### src/sv/bmlpc_pkg.sv
// Types, codes and constants of the LED mode sequencer
package bmlpc_pkg;

	localparam int CFG_W      = 16;
	localparam int CFG_IDX_W  = 2;
	localparam int PHASE_W    = 5;
	localparam int SOS_PHASES = 18;

	// mode codes
	localparam logic [1:0] MD_OFF   = 2'd0;
	localparam logic [1:0] MD_ON    = 2'd1;
	localparam logic [1:0] MD_FLASH = 2'd2;
	localparam logic [1:0] MD_SOS   = 2'd3;

	// configuration register indexes
	localparam logic [CFG_IDX_W-1:0] CFG_DEBOUNCE   = 2'd0;
	localparam logic [CFG_IDX_W-1:0] CFG_LONG_PRESS = 2'd1;
	localparam logic [CFG_IDX_W-1:0] CFG_FLASH_OFF  = 2'd2;
	localparam logic [CFG_IDX_W-1:0] CFG_FLASH_ON   = 2'd3;

	// reset values of the configuration registers
	localparam logic [CFG_W-1:0] DEBOUNCE_RST   = 16'd50;
	localparam logic [CFG_W-1:0] LONG_PRESS_RST = 16'd1000;
	localparam logic [CFG_W-1:0] FLASH_OFF_RST  = 16'd1000;
	localparam logic [CFG_W-1:0] FLASH_ON_RST   = 16'd100;

	localparam logic [CFG_W-1:0] SOS_DOT  = 16'd200;
	localparam logic [CFG_W-1:0] SOS_DASH = 16'd600;
	localparam logic [CFG_W-1:0] SOS_GAP  = 16'd1000;

	// mode decision handed from the button logic to the pattern logic
	typedef struct packed {
		logic [1:0] mode;
		logic       changed;
	} mode_evt_t;

	// phase length of the SOS pattern; even phases lit, odd phases dark
	function automatic logic [CFG_W-1:0] sos_len(input logic [PHASE_W-1:0] ph);
		logic [CFG_W-1:0] len;
		case (ph)
			5'd5, 5'd6, 5'd8, 5'd10, 5'd11: len = SOS_DASH;
			5'd17:                          len = SOS_GAP;
			default:                        len = SOS_DOT;
		endcase
		return len;
	endfunction

endpackage

### src/sv/bmlpc_button.sv
// Edge debounce, press timing and mode stepping for one tick
module bmlpc_button import bmlpc_pkg::*; #(
	parameter int TIMER_BITS = 16
) (
	input  logic                  level,
	input  logic                  prior,
	input  logic [TIMER_BITS-1:0] since_edge,
	input  logic [TIMER_BITS-1:0] press_timer,
	input  logic [1:0]            cur_mode,
	input  logic [CFG_W-1:0]      debounce_ticks,
	input  logic [CFG_W-1:0]      long_press_ticks,
	output logic [TIMER_BITS-1:0] since_edge_nx,
	output logic [TIMER_BITS-1:0] press_timer_nx,
	output mode_evt_t             evt
);

	localparam int CW = (TIMER_BITS > CFG_W) ? TIMER_BITS : CFG_W;

	logic [TIMER_BITS-1:0] since_inc;
	logic [TIMER_BITS-1:0] press_inc;
	logic [1:0]            step_mode;
	logic [1:0]            new_mode;
	logic                  edge_ok;
	logic                  long_press;

	// saturating tick counters
	assign since_inc = (&since_edge)  ? since_edge  : since_edge + 1'b1;
	assign press_inc = (&press_timer) ? press_timer : press_timer + 1'b1;

	assign edge_ok    = (level != prior) && (CW'(since_inc) >= CW'(debounce_ticks));
	assign long_press = CW'(press_inc) >= CW'(long_press_ticks);

	// short press steps OFF -> ON -> FLASH -> SOS -> ON
	always_comb begin
		case (cur_mode)
			MD_OFF:   step_mode = MD_ON;
			MD_ON:    step_mode = MD_FLASH;
			MD_FLASH: step_mode = MD_SOS;
			default:  step_mode = MD_ON;
		endcase
	end

	assign new_mode = long_press ? MD_OFF : step_mode;

	// counted edge: rising starts press timing, falling decides the mode
	always_comb begin
		since_edge_nx = since_inc;
		press_timer_nx = press_inc;
		evt.mode = cur_mode;
		evt.changed = 1'b0;
		if (edge_ok) begin
			since_edge_nx = '0;
			if (level) begin
				press_timer_nx = '0;
			end else if (new_mode != cur_mode) begin
				evt.mode = new_mode;
				evt.changed = 1'b1;
			end
		end
	end

endmodule

### src/sv/bmlpc_pattern.sv
// LED pattern generator: off, on, flash and SOS phases
module bmlpc_pattern import bmlpc_pkg::*; #(
	parameter int TIMER_BITS = 16
) (
	input  mode_evt_t             evt,
	input  logic [PHASE_W-1:0]    phase,
	input  logic [TIMER_BITS-1:0] phase_timer,
	input  logic [CFG_W-1:0]      flash_off_ticks,
	input  logic [CFG_W-1:0]      flash_on_ticks,
	output logic                  led,
	output logic [PHASE_W-1:0]    phase_nx,
	output logic [TIMER_BITS-1:0] phase_timer_nx
);

	localparam int CW = (TIMER_BITS > CFG_W) ? TIMER_BITS : CFG_W;

	logic [PHASE_W-1:0]    ph_start;
	logic [TIMER_BITS-1:0] tm_start;
	logic [PHASE_W-1:0]    ph;
	logic [TIMER_BITS-1:0] tm_inc;
	logic [CFG_W-1:0]      len;
	logic                  done;

	// a mode change restarts the pattern at phase 0 on this tick
	assign ph_start = evt.changed ? '0 : phase;
	assign tm_start = evt.changed ? '0 : phase_timer;
	assign tm_inc   = (&tm_start) ? tm_start : tm_start + 1'b1;

	// phase in range and its length
	always_comb begin
		ph = '0;
		len = '0;
		if (evt.mode == MD_FLASH) begin
			ph = (ph_start > PHASE_W'(1)) ? '0 : ph_start;
			len = ph[0] ? flash_on_ticks : flash_off_ticks;
		end else if (evt.mode == MD_SOS) begin
			ph = (ph_start >= PHASE_W'(SOS_PHASES)) ? '0 : ph_start;
			len = sos_len(ph);
		end
	end

	assign done = CW'(tm_inc) >= CW'(len);

	// LED drive and phase advance
	always_comb begin
		led = 1'b0;
		phase_nx = '0;
		phase_timer_nx = '0;
		case (evt.mode)
			MD_FLASH: begin
				led = ph[0];
				phase_nx = done ? {ph[PHASE_W-1:1], ~ph[0]} : ph;
				phase_timer_nx = done ? '0 : tm_inc;
			end
			MD_SOS: begin
				led = ~ph[0];
				if (done) begin
					phase_nx = (ph == PHASE_W'(SOS_PHASES - 1)) ? '0 : ph + 1'b1;
				end else begin
					phase_nx = ph;
				end
				phase_timer_nx = done ? '0 : tm_inc;
			end
			MD_ON: begin
				led = 1'b1;
			end
			default: begin
				led = 1'b0;
			end
		endcase
	end

endmodule

### src/sv/button_mode_led_pattern_controller_core.sv
// Button LED mode sequencer: one request per millisecond tick.
// Input channel: in_valid / in_stall with button_level, the raw button sample.
// Output channel: out_valid / out_stall with led, mode and mode_changed,
// exactly one result request for every accepted input request.
// Configuration: cfg_we, cfg_index, cfg_data write the debounce, long press
// and flash phase lengths; write them only while no tick is in flight.
// Each accepted tick passes the input register, then the result register,
// with the state update between them.
// Throughput: one tick per cycle while no stalled result holds the pipe.
// When the receiver stalls a waiting result, the whole two-register pipe
// holds and in_stall rises; it falls in the cycle the result is taken.
// Reset clears the pipe valid bits, all timers, the pattern phase and sets
// the mode to off; the configuration registers return to their defaults.
module button_mode_led_pattern_controller_core import bmlpc_pkg::*; #(
	parameter int TIMER_BITS = 16
) (
	input  logic                 clk,
	input  logic                 arst_n,
	input  logic                 in_valid,
	output logic                 in_stall,
	input  logic                 button_level,
	output logic                 out_valid,
	input  logic                 out_stall,
	output logic                 led,
	output logic [1:0]           mode,
	output logic                 mode_changed,
	input  logic                 cfg_we,
	input  logic [CFG_IDX_W-1:0] cfg_index,
	input  logic [CFG_W-1:0]     cfg_data
);

	logic                  adv;
	logic                  valid_s1;
	logic                  level_s1;
	logic                  valid_s2;
	logic                  led_s2;
	logic [1:0]            mode_s2;
	logic                  changed_s2;

	logic [CFG_W-1:0]      debounce_q;
	logic [CFG_W-1:0]      long_press_q;
	logic [CFG_W-1:0]      flash_off_q;
	logic [CFG_W-1:0]      flash_on_q;

	logic                  prior_q;
	logic [TIMER_BITS-1:0] since_edge_q;
	logic [TIMER_BITS-1:0] press_timer_q;
	logic [1:0]            mode_q;
	logic [PHASE_W-1:0]    phase_q;
	logic [TIMER_BITS-1:0] phase_timer_q;

	logic [TIMER_BITS-1:0] since_edge_nx;
	logic [TIMER_BITS-1:0] press_timer_nx;
	logic [PHASE_W-1:0]    phase_nx;
	logic [TIMER_BITS-1:0] phase_timer_nx;
	logic                  led_nx;
	mode_evt_t             evt;

	// pipe moves unless a result is waiting and stalled
	assign adv      = !(valid_s2 && out_stall);
	assign in_stall = !adv;

	// configuration registers
	always_ff @(posedge clk or negedge arst_n) begin
		if (!arst_n) begin
			debounce_q <= DEBOUNCE_RST;
			long_press_q <= LONG_PRESS_RST;
			flash_off_q <= FLASH_OFF_RST;
			flash_on_q <= FLASH_ON_RST;
		end else if (cfg_we) begin
			case (cfg_index)
				CFG_DEBOUNCE:   debounce_q <= cfg_data;
				CFG_LONG_PRESS: long_press_q <= cfg_data;
				CFG_FLASH_OFF:  flash_off_q <= cfg_data;
				CFG_FLASH_ON:   flash_on_q <= cfg_data;
				default:        ;
			endcase
		end
	end

	// input register
	always_ff @(posedge clk or negedge arst_n) begin
		if (!arst_n) begin
			valid_s1 <= 1'b0;
		end else if (adv) begin
			valid_s1 <= in_valid;
		end
	end

	always_ff @(posedge clk) begin
		if (adv && in_valid) begin
			level_s1 <= button_level;
		end
	end

	bmlpc_button #(
		.TIMER_BITS (TIMER_BITS)
	) u_button (
		.level            (level_s1),
		.prior            (prior_q),
		.since_edge       (since_edge_q),
		.press_timer      (press_timer_q),
		.cur_mode         (mode_q),
		.debounce_ticks   (debounce_q),
		.long_press_ticks (long_press_q),
		.since_edge_nx    (since_edge_nx),
		.press_timer_nx   (press_timer_nx),
		.evt              (evt)
	);

	bmlpc_pattern #(
		.TIMER_BITS (TIMER_BITS)
	) u_pattern (
		.evt             (evt),
		.phase           (phase_q),
		.phase_timer     (phase_timer_q),
		.flash_off_ticks (flash_off_q),
		.flash_on_ticks  (flash_on_q),
		.led             (led_nx),
		.phase_nx        (phase_nx),
		.phase_timer_nx  (phase_timer_nx)
	);

	// sequencer state, updated once per tick
	always_ff @(posedge clk or negedge arst_n) begin
		if (!arst_n) begin
			prior_q <= 1'b0;
			since_edge_q <= '0;
			press_timer_q <= '0;
			mode_q <= MD_OFF;
			phase_q <= '0;
			phase_timer_q <= '0;
		end else if (adv && valid_s1) begin
			prior_q <= level_s1;
			since_edge_q <= since_edge_nx;
			press_timer_q <= press_timer_nx;
			mode_q <= evt.mode;
			phase_q <= phase_nx;
			phase_timer_q <= phase_timer_nx;
		end
	end

	// result register
	always_ff @(posedge clk or negedge arst_n) begin
		if (!arst_n) begin
			valid_s2 <= 1'b0;
		end else if (adv) begin
			valid_s2 <= valid_s1;
		end
	end

	always_ff @(posedge clk) begin
		if (adv && valid_s1) begin
			led_s2 <= led_nx;
			mode_s2 <= evt.mode;
			changed_s2 <= evt.changed;
		end
	end

	assign out_valid    = valid_s2;
	assign led          = led_s2;
	assign mode         = mode_s2;
	assign mode_changed = changed_s2;

endmodule

### config.mk
export PLATFORM = sky130hd
export DESIGN_NAME = button_mode_led_pattern_controller_core
export DESIGN_NICKNAME = d
export VERILOG_FILES = /design/src/sv/bmlpc_pkg.sv /design/src/sv/bmlpc_button.sv /design/src/sv/bmlpc_pattern.sv /design/src/sv/button_mode_led_pattern_controller_core.sv
export SDC_FILE = /design/constraint.sdc
export NUM_CORES = 1
export LEC_CHECK = 0
export BUFFER_PORTS_ARGS = -buffer_cell sky130_fd_sc_hd__buf_2
export CELL_PAD_IN_SITES_DETAIL_PLACEMENT = 1
export CELL_PAD_IN_SITES_GLOBAL_PLACEMENT = 1
export CORE_ASPECT_RATIO = 1.5
export CORE_MARGIN = 2
export CORE_UTILIZATION = 49
export DETAILED_ROUTE_END_ITERATION = 6
export GPL_TIMING_DRIVEN = 0
export PLACE_DENSITY_LB_ADDON = 0.08
export SLEW_MARGIN = 10
export SYNTH_ARGS = -nofsm -noshare
export SYNTH_HDL_FRONTEND = slang
export SYNTH_SLANG_ARGS = --single-unit
### constraint.sdc
create_clock -name clk -period 9.58 [get_ports clk]
set_input_delay 2.395 -clock clk [delete_from_list [all_inputs] [get_ports clk]]
set_output_delay 2.395 -clock clk [all_outputs]
set_load 0.02 [all_outputs]
==> results of run 1 <==
worst paths after layout:
| path | end | slack (ps) | depth (start not counted) |
|---|---|---|---|
| worst max-delay path | phase_timer_q[8] | 850 | 33 |
| worst max register to register | phase_timer_q[8] | 850 | 33 |
| worst min register to register | flash_on_q[12] | 500 | 1 |
| min in group asynchronous | phase_timer_q[15] | 1850 | 1 |
| max in group asynchronous | flash_off_q[8] | 6940 | 2 |
| worst min-delay path | flash_on_q[12] | 500 | 1 |
routing by layer:
layer	GRT usage, %	vias up	routed length [um]
li1	-	3026	-
met1	30.21	3305	8809
met2	54.90	128	12590
met3	4.994	67	723
met4	15.96	0	1162
met5	0	-	0
state kept, by name (all words and copies together), names as in the netlist, 5 cells and up:
signal / cells
debounce_q: 16
flash_off_q: 16
flash_on_q: 16
long_press_q: 16
phase_timer_q: 16
press_timer_q: 16
since_edge_q: 16
phase_q: 5
Yosys cell counts, types with 4 or more instances:
| master | count | area share [%] |
|---|---|---|
| nor2b_1 | 4 | 0.32 |
| and2_1 | 5 | 0.40 |
| nand4_1 | 19 | 1.5 |
| a31oi_1 | 12 | 0.96 |
| nor2_1 | 43 | 2.1 |
| and4_1 | 5 | 0.56 |
| clkbuf_1 | 26 | 1.3 |
| xnor2_1 | 24 | 2.7 |
| nand2_1 | 105 | 5.1 |
| or3_1 | 9 | 0.72 |
| o21ai_0 | 58 | 3.7 |
| dfstp_2 | 18 | 6.1 |
| o21a_1 | 10 | 0.96 |
| a211oi_1 | 6 | 0.58 |
| inv_1 | 53 | 2.6 |
| mux2i_1 | 8 | 1.0 |
| nand3_1 | 28 | 1.8 |
| and3_1 | 12 | 0.96 |
| xor2_1 | 12 | 1.3 |
| a21oi_1 | 33 | 2.1 |
| mux2_2 | 54 | 7.8 |
| a22o_1 | 21 | 2.4 |
| nor3_1 | 6 | 0.39 |
| o31ai_1 | 11 | 1.1 |
| dfrtp_1 | 104 | 33 |
| ha_1 | 54 | 8.7 |
| a21o_1 | 15 | 1.4 |
| nand2b_1 | 7 | 0.56 |
| edfxtp_1 | 5 | 1.9 |
area by class of cell:
cell class / count / share of cell area [%]
Multi-Input combinational cell: 604 / 47.99
Tap cell: 203 / 2.869
Clock inverter: 10 / 1.413
Sequential cell: 127 / 36.44
Buffer: 30 / 1.385
Inverter: 54 / 2.290
Timing Repair Buffer: 30 / 2.021
Clock buffer: 22 / 5.597
stage by stage:
step / util, % / total power, mW / cells / hold slack, ps / area (um2)
5_1_grt: 56.65 / 1.773 / 1080 / 530.6 / 8852
3_5_place_dp: 52.67 / 1.020 / 1048 / 491.0 / 8229
3_3_place_gp: 52.45 / 0.9857 / 1047 / 468.1 / 8195
6_report: 56.65 / 1.697 / 1080 / 503.5 / 8852
2_1_floorplan: - / 0.8995 / 815 / 457.5 / 7796
4_1_cts: 56.64 / 1.704 / 1080 / 504.2 / 8850
cells by family after synthesis:
kind of cell	count (synthesis)	synth area share, %
AO/OA/AOI/OAI	193	16.96
AND/OR/NAND/NOR	259	15.95
buffers and inverters	84	4.173
flip-flops	127	41.37
multiplexers	62	8.827
XOR/XNOR	36	4.044
adder cells (fa/ha/maj)	54	8.666
power by group through the flow:
| stage | sequential [mW] | clock [mW] | combinational, mW |
|---|---|---|---|
| after floorplan | 0.670 | 0 | 0.229 |
| after global placement | 0.678 | 0 | 0.308 |
| after detailed placement | 0.685 | 0 | 0.334 |
| after CTS | 0.678 | 0.684 | 0.341 |
| after global routing | 0.688 | 0.703 | 0.382 |
| final | 0.679 | 0.680 | 0.339 |
what timing repair did:
action	in CTS	in global routing
hold buffers	0	0
gates resized for setup	0	2
setup endpoints to repair	0	4
==> results.toml, run 1 <==
[clock_tree]
postCtsSetupRepairBufs = 0
clockBufferDepth = 2
cts-root-buf = "clkbuf_16"
worstSkewPairLatency_ps = 430
h-tree-depth = 4
cts_buffers = 17
path_clk_slew_ps = 60
cts_tree = "done"
clock_sinks = 127

[place]
dp_hpwl_um = 17230
place.gp.congestion = 0.8935
port_buffers = 29
place_ws_ps = 724.1

[critical_path]
crit_family = "compound AO/OA/AOI/OAI gates"
crit_start = "since_edge_q[3]"
path_buf_inv = 3
worstSetupPathType = "reg -> reg"
arrival_ps = 9070
r2r_start = "since_edge_q[3]"
cpMaxStageDelayCell = "nor4_1"
cp.required_ps = 9920
max_stage_delay_ps = 600
cp-start-kind = "flip-flop"
cp-end-kind = "flip-flop"
crit_fanout = 10

[yosys]
avgSynthCellArea_um2 = 9.566
synth_cell_types = 61
seq_area_frac_synth_pct = 41.37
synth_fp_nets = 893
syn_inst = 815
synth-seq-cells = 127
yosysWarnings = 0
async_reset_ff_share_pct = 96.06
synth-edff-count = 5
syn-cell-area_um2 = 7796
ys.flop_type = "dfrtp_1"

[pwr]
p_int_mw = 1.185
power_density_nw_per_um2 = 191.7
seq_power_share_pct = 40.0
pwr-share-clk_pct = 40.1
total_leakage_power_nw = 3.950
p_sw_mw = 0.5124
combPwrFrac_pct = 19.9
swShare_pct = 30.19
ir_worst_vdd_uv = 137.9

[floorplanning]
fp.dieW_um = 107.0
core_area_um2 = 15630
dieArea_um2 = 16960
start_util_pct = 49.90
num_rows = 56
die_h_um = 158.5
ioPinCount = 30

[run]
cap_violations = 0

[detailed_routing]
drc = 0
ant_nets = 0
drt_wl_total_um = 23280
post_drt_wl_per_cell_um = 21.56
dr.pass1.iters = 6
vias = 6526
drt_iter0_drc = 238
drt-vias-per-instance = 6.043

[sta]
timing.fmax_mhz = 114.5
max_slew_margin_pct = 32.96
fin_tns_setup_ps = 0
final_max_slew_viol_count = 0
worst_pin_slew_ps = 998.0
fin_crit_ps = 8735
setup_slack_ps = 845.5
setup_viol = 0
fin_skew_ps = 10.68
rsz0062_at_grt = "no"
final_hold_viol_count = 0
fin_crit_sh_pct = 91.17

[finish]
diodes = 0
syn_to_final_growth_pct = 13.55
fin_nets = 942
drive_above_1_share_pct = 16.76
fill_cells = 1774
final_common_cell = "nand2_1"
mostFrequentLayoutCells = "nand2_1 (105), dfrtp_1 (104), o21ai_0 (57)"
multi_input_area_um2 = 4248
regArea_um2 = 3226

[global_routing]
overflow = 0
grtUsageTotal_pct = 29.08
grt_pass1_wl_um = 37640
grt_pass1_vias = 7351
antenna_found_initial = 0
grt_start_max_net_pins = 93

[status]
status = "finished, final reports clean"

[min_path]
min-delay-start = "flash_on_q[12]"
hp-class = "reg -> reg"
Power figures use the tool's default switching activity.
==> run 2: changes to the inputs <==
- CORE_UTILIZATION: 49 -> 51
- SETUP_SLACK_MARGIN: default -> 0.15
- SYNTH_HIERARCHICAL: default -> 1
==> results.toml, run 2 <==
[status]
status = "finished, final reports clean"

[global_routing]
grt_start_max_net_pins = 93
overflow = 0
grt_pass1_vias = 6868
grtUsageTotal_pct = 27.19
antenna_found_initial = 0
grt_pass1_wl_um = 36010

[yosys]
synth_top_area_share_pct = 31.48
synth_fp_nets = 841
synth_area_leaders = "dfrtp_1 (31%), mux2_2 (19%), ha_1 (8.2%), dfstp_2 (5.7%), xnor2_1 (2.5%)"
synth_cell_types = 68
avgSynthCellArea_um2 = 10.84
synthAdderAreaFrac_pct = 8.172
ys_top_cells_by_count = "mux2_2 (139), dfrtp_1 (104), ha_1 (54)"
synth_simple_gate_area_share_pct = 17.15
yosysWarnings = 6
synth_top_cell_by_area = "dfrtp_1"
seq_area_frac_synth_pct = 39.01
synth_mux_area_share_pct = 20.32
synth-edff-count = 5
async_reset_ff_share_pct = 96.06
synth_top_family_by_area = "multiplexers"
syn_inst = 763
synth-seq-cells = 127
ys.flop_type = "dfrtp_1"
synth_xor_area_share_pct = 3.602
syn-cell-area_um2 = 8268
yosysMostFrequentCell = "mux2_2"
synth-compound-area-share_pct = 7.309

[sta]
max_slew_margin_pct = 31.79
worst_pin_slew_ps = 1023
fin_tns_setup_ps = 0
fin_skew_ps = 8.991
rsz0062_at_grt = "no"
timing.fmax_mhz = 118.2
setup_viol = 0
final_hold_viol_count = 0
fin_crit_sh_pct = 88.32
fin_crit_ps = 8462
final_max_slew_viol_count = 0

[detailed_routing]
wl_met1_um = 8124
ant_nets = 0
top_layer = "met4"
dr.pass1.iters = 4
drc = 0
drt-vias-per-instance = 5.903
wl_met3_um = 348
post_drt_wl_per_cell_um = 21.20
drt_wl_total_um = 21860
vias = 6086
drt_iter0_drc = 249
route.met2.wl_um = 12590

[critical_path]
crit_fanout = 10
cp.required_ps = 9930
arrival_ps = 8810
cp-end-kind = "flip-flop"
crit_family = "compound AO/OA/AOI/OAI gates"
worstSetupPathType = "reg -> reg"
cpMaxStageDelayCell = "a21oi_1"
max_stage_delay_ps = 790
cp-start-kind = "flip-flop"
r2r_slack_ps = 1120
path_buf_inv = 3

[floorplanning]
die_h_um = 159.9
dieArea_um2 = 17270
fp.dieW_um = 108.0
num_rows = 57
start_util_pct = 51.52
core_area_um2 = 16050
ioPinCount = 30

[finish]
syn_to_final_growth_pct = 12.82
diodes = 0
fin_nets = 890
mostFrequentLayoutCells = "mux2_2 (139), dfrtp_1 (104), ha_1 (54)"
drive_above_1_share_pct = 31.76
fin_area_um2 = 9328
layout.cells.non_filler = 1031
final_common_cell = "mux2_2"
final_core_util_pct = 58.13

[run]
cap_violations = 0

[place]
dp_hpwl_um = 16540
post_dp_cell_area_um2 = 8705
port_buffers = 29
dp.cells = 999
place.gp.congestion = 0.8699

[pwr]
ir_worst_vdd_uv = 100.9
power_density_nw_per_um2 = 192.5
total_leakage_power_nw = 4.343

[clock_tree]
h-tree-depth = 4
cts_buffers = 17
worstSkewPairLatency_ps = 410
clock_sinks = 127
holdBufCountCts = 0
postCtsSetupRepairBufs = 0
cts_resized = 0
clockBufferDepth = 2
cts-root-buf = "clkbuf_16"
cts_tree = "done"
path_clk_slew_ps = 60

[min_path]
hp-class = "reg -> reg"
==> run 2: cell types whose count changed in the layout (fill, tap and decap cells not counted), sizes merged, moves of 12 or more <==
cell,change
buf,+15
nand2,-63
a22o,-21
o21ai,-38
a31oi,-12
mux2,+86
clkbuf,-13
nor2b,+17
a21o,-13
==> run 2: area by class of cell <==
cell class,count,area [um2]
inverters,50,187.7
fillers,1718,6719
clock inverters,5,100.1
flip-flops and latches,127,3226
well taps,206,257.7
repair buffers,30,178.9
clock buffers,27,523.0
plain buffers,27,178.9
multi-input cells,559,4676
==> run 2: final timing paths <==
path,depth (start not counted),start,to
setup / recovery,28,since_edge_q[9],phase_timer_q[7]
hold / removal,1,flash_on_q[13],flash_on_q[13]
setup reg to reg,28,since_edge_q[9],phase_timer_q[7]
hold reg to reg,1,flash_on_q[13],flash_on_q[13]
max in group asynchronous,2,arst_n,debounce_q[1]
min in group asynchronous,1,arst_n,press_timer_q[2]
==> run 2: cell families (layout without fill, tap and decap cells) <==
kind of cell	Yosys count	in the layout
multiplexers	150	150
buffers and inverters	77	139
AO/OA/AOI/OAI	90	90
XOR/XNOR	34	34
AND/OR/NAND/NOR	231	231
flip-flops	127	127
adder cells (fa/ha/maj)	54	54
==> run 2: worst register-to-register path, delay by kind of cell (launching register included) <==
family / cells / cell delay (ps)
XOR/XNOR: 2 / 420
AO/OA/AOI/OAI: 9 / 3170
adder cells (fa/ha/maj): 3 / 960
AND/OR/NAND/NOR: 10 / 2400
buffers and inverters: 3 / 840
flip-flops: 1 / 430
multiplexers: 1 / 200
==> run 2: routing by layer <==
metal	up-vias	global-route usage (%)
met5	-	0
met4	0	11.66
met3	45	4.449
met2	86	52.09
met1	3113	28.37
li1	2842	-
==> run 2: where the power goes <==
part	internal (mW)	switching, mW	total (mW)
combinational	0.196	0.217	0.413
clock	0.451	0.233	0.683
sequential	0.633	0.0656	0.699
total	1.28	0.516	1.80
==> run 2: per-stage QoR <==
step | power (mW) | hold slack, ps | setup WS, ps
global placement | 1.071 | 456.7 | 1528
floorplan | 0.9774 | 445.7 | 3282
detailed placement | 1.116 | 486.5 | 1292
CTS | 1.814 | 503.6 | 1249
global route | 1.894 | 518.2 | 675.4
finish | 1.796 | 505.1 | 1118
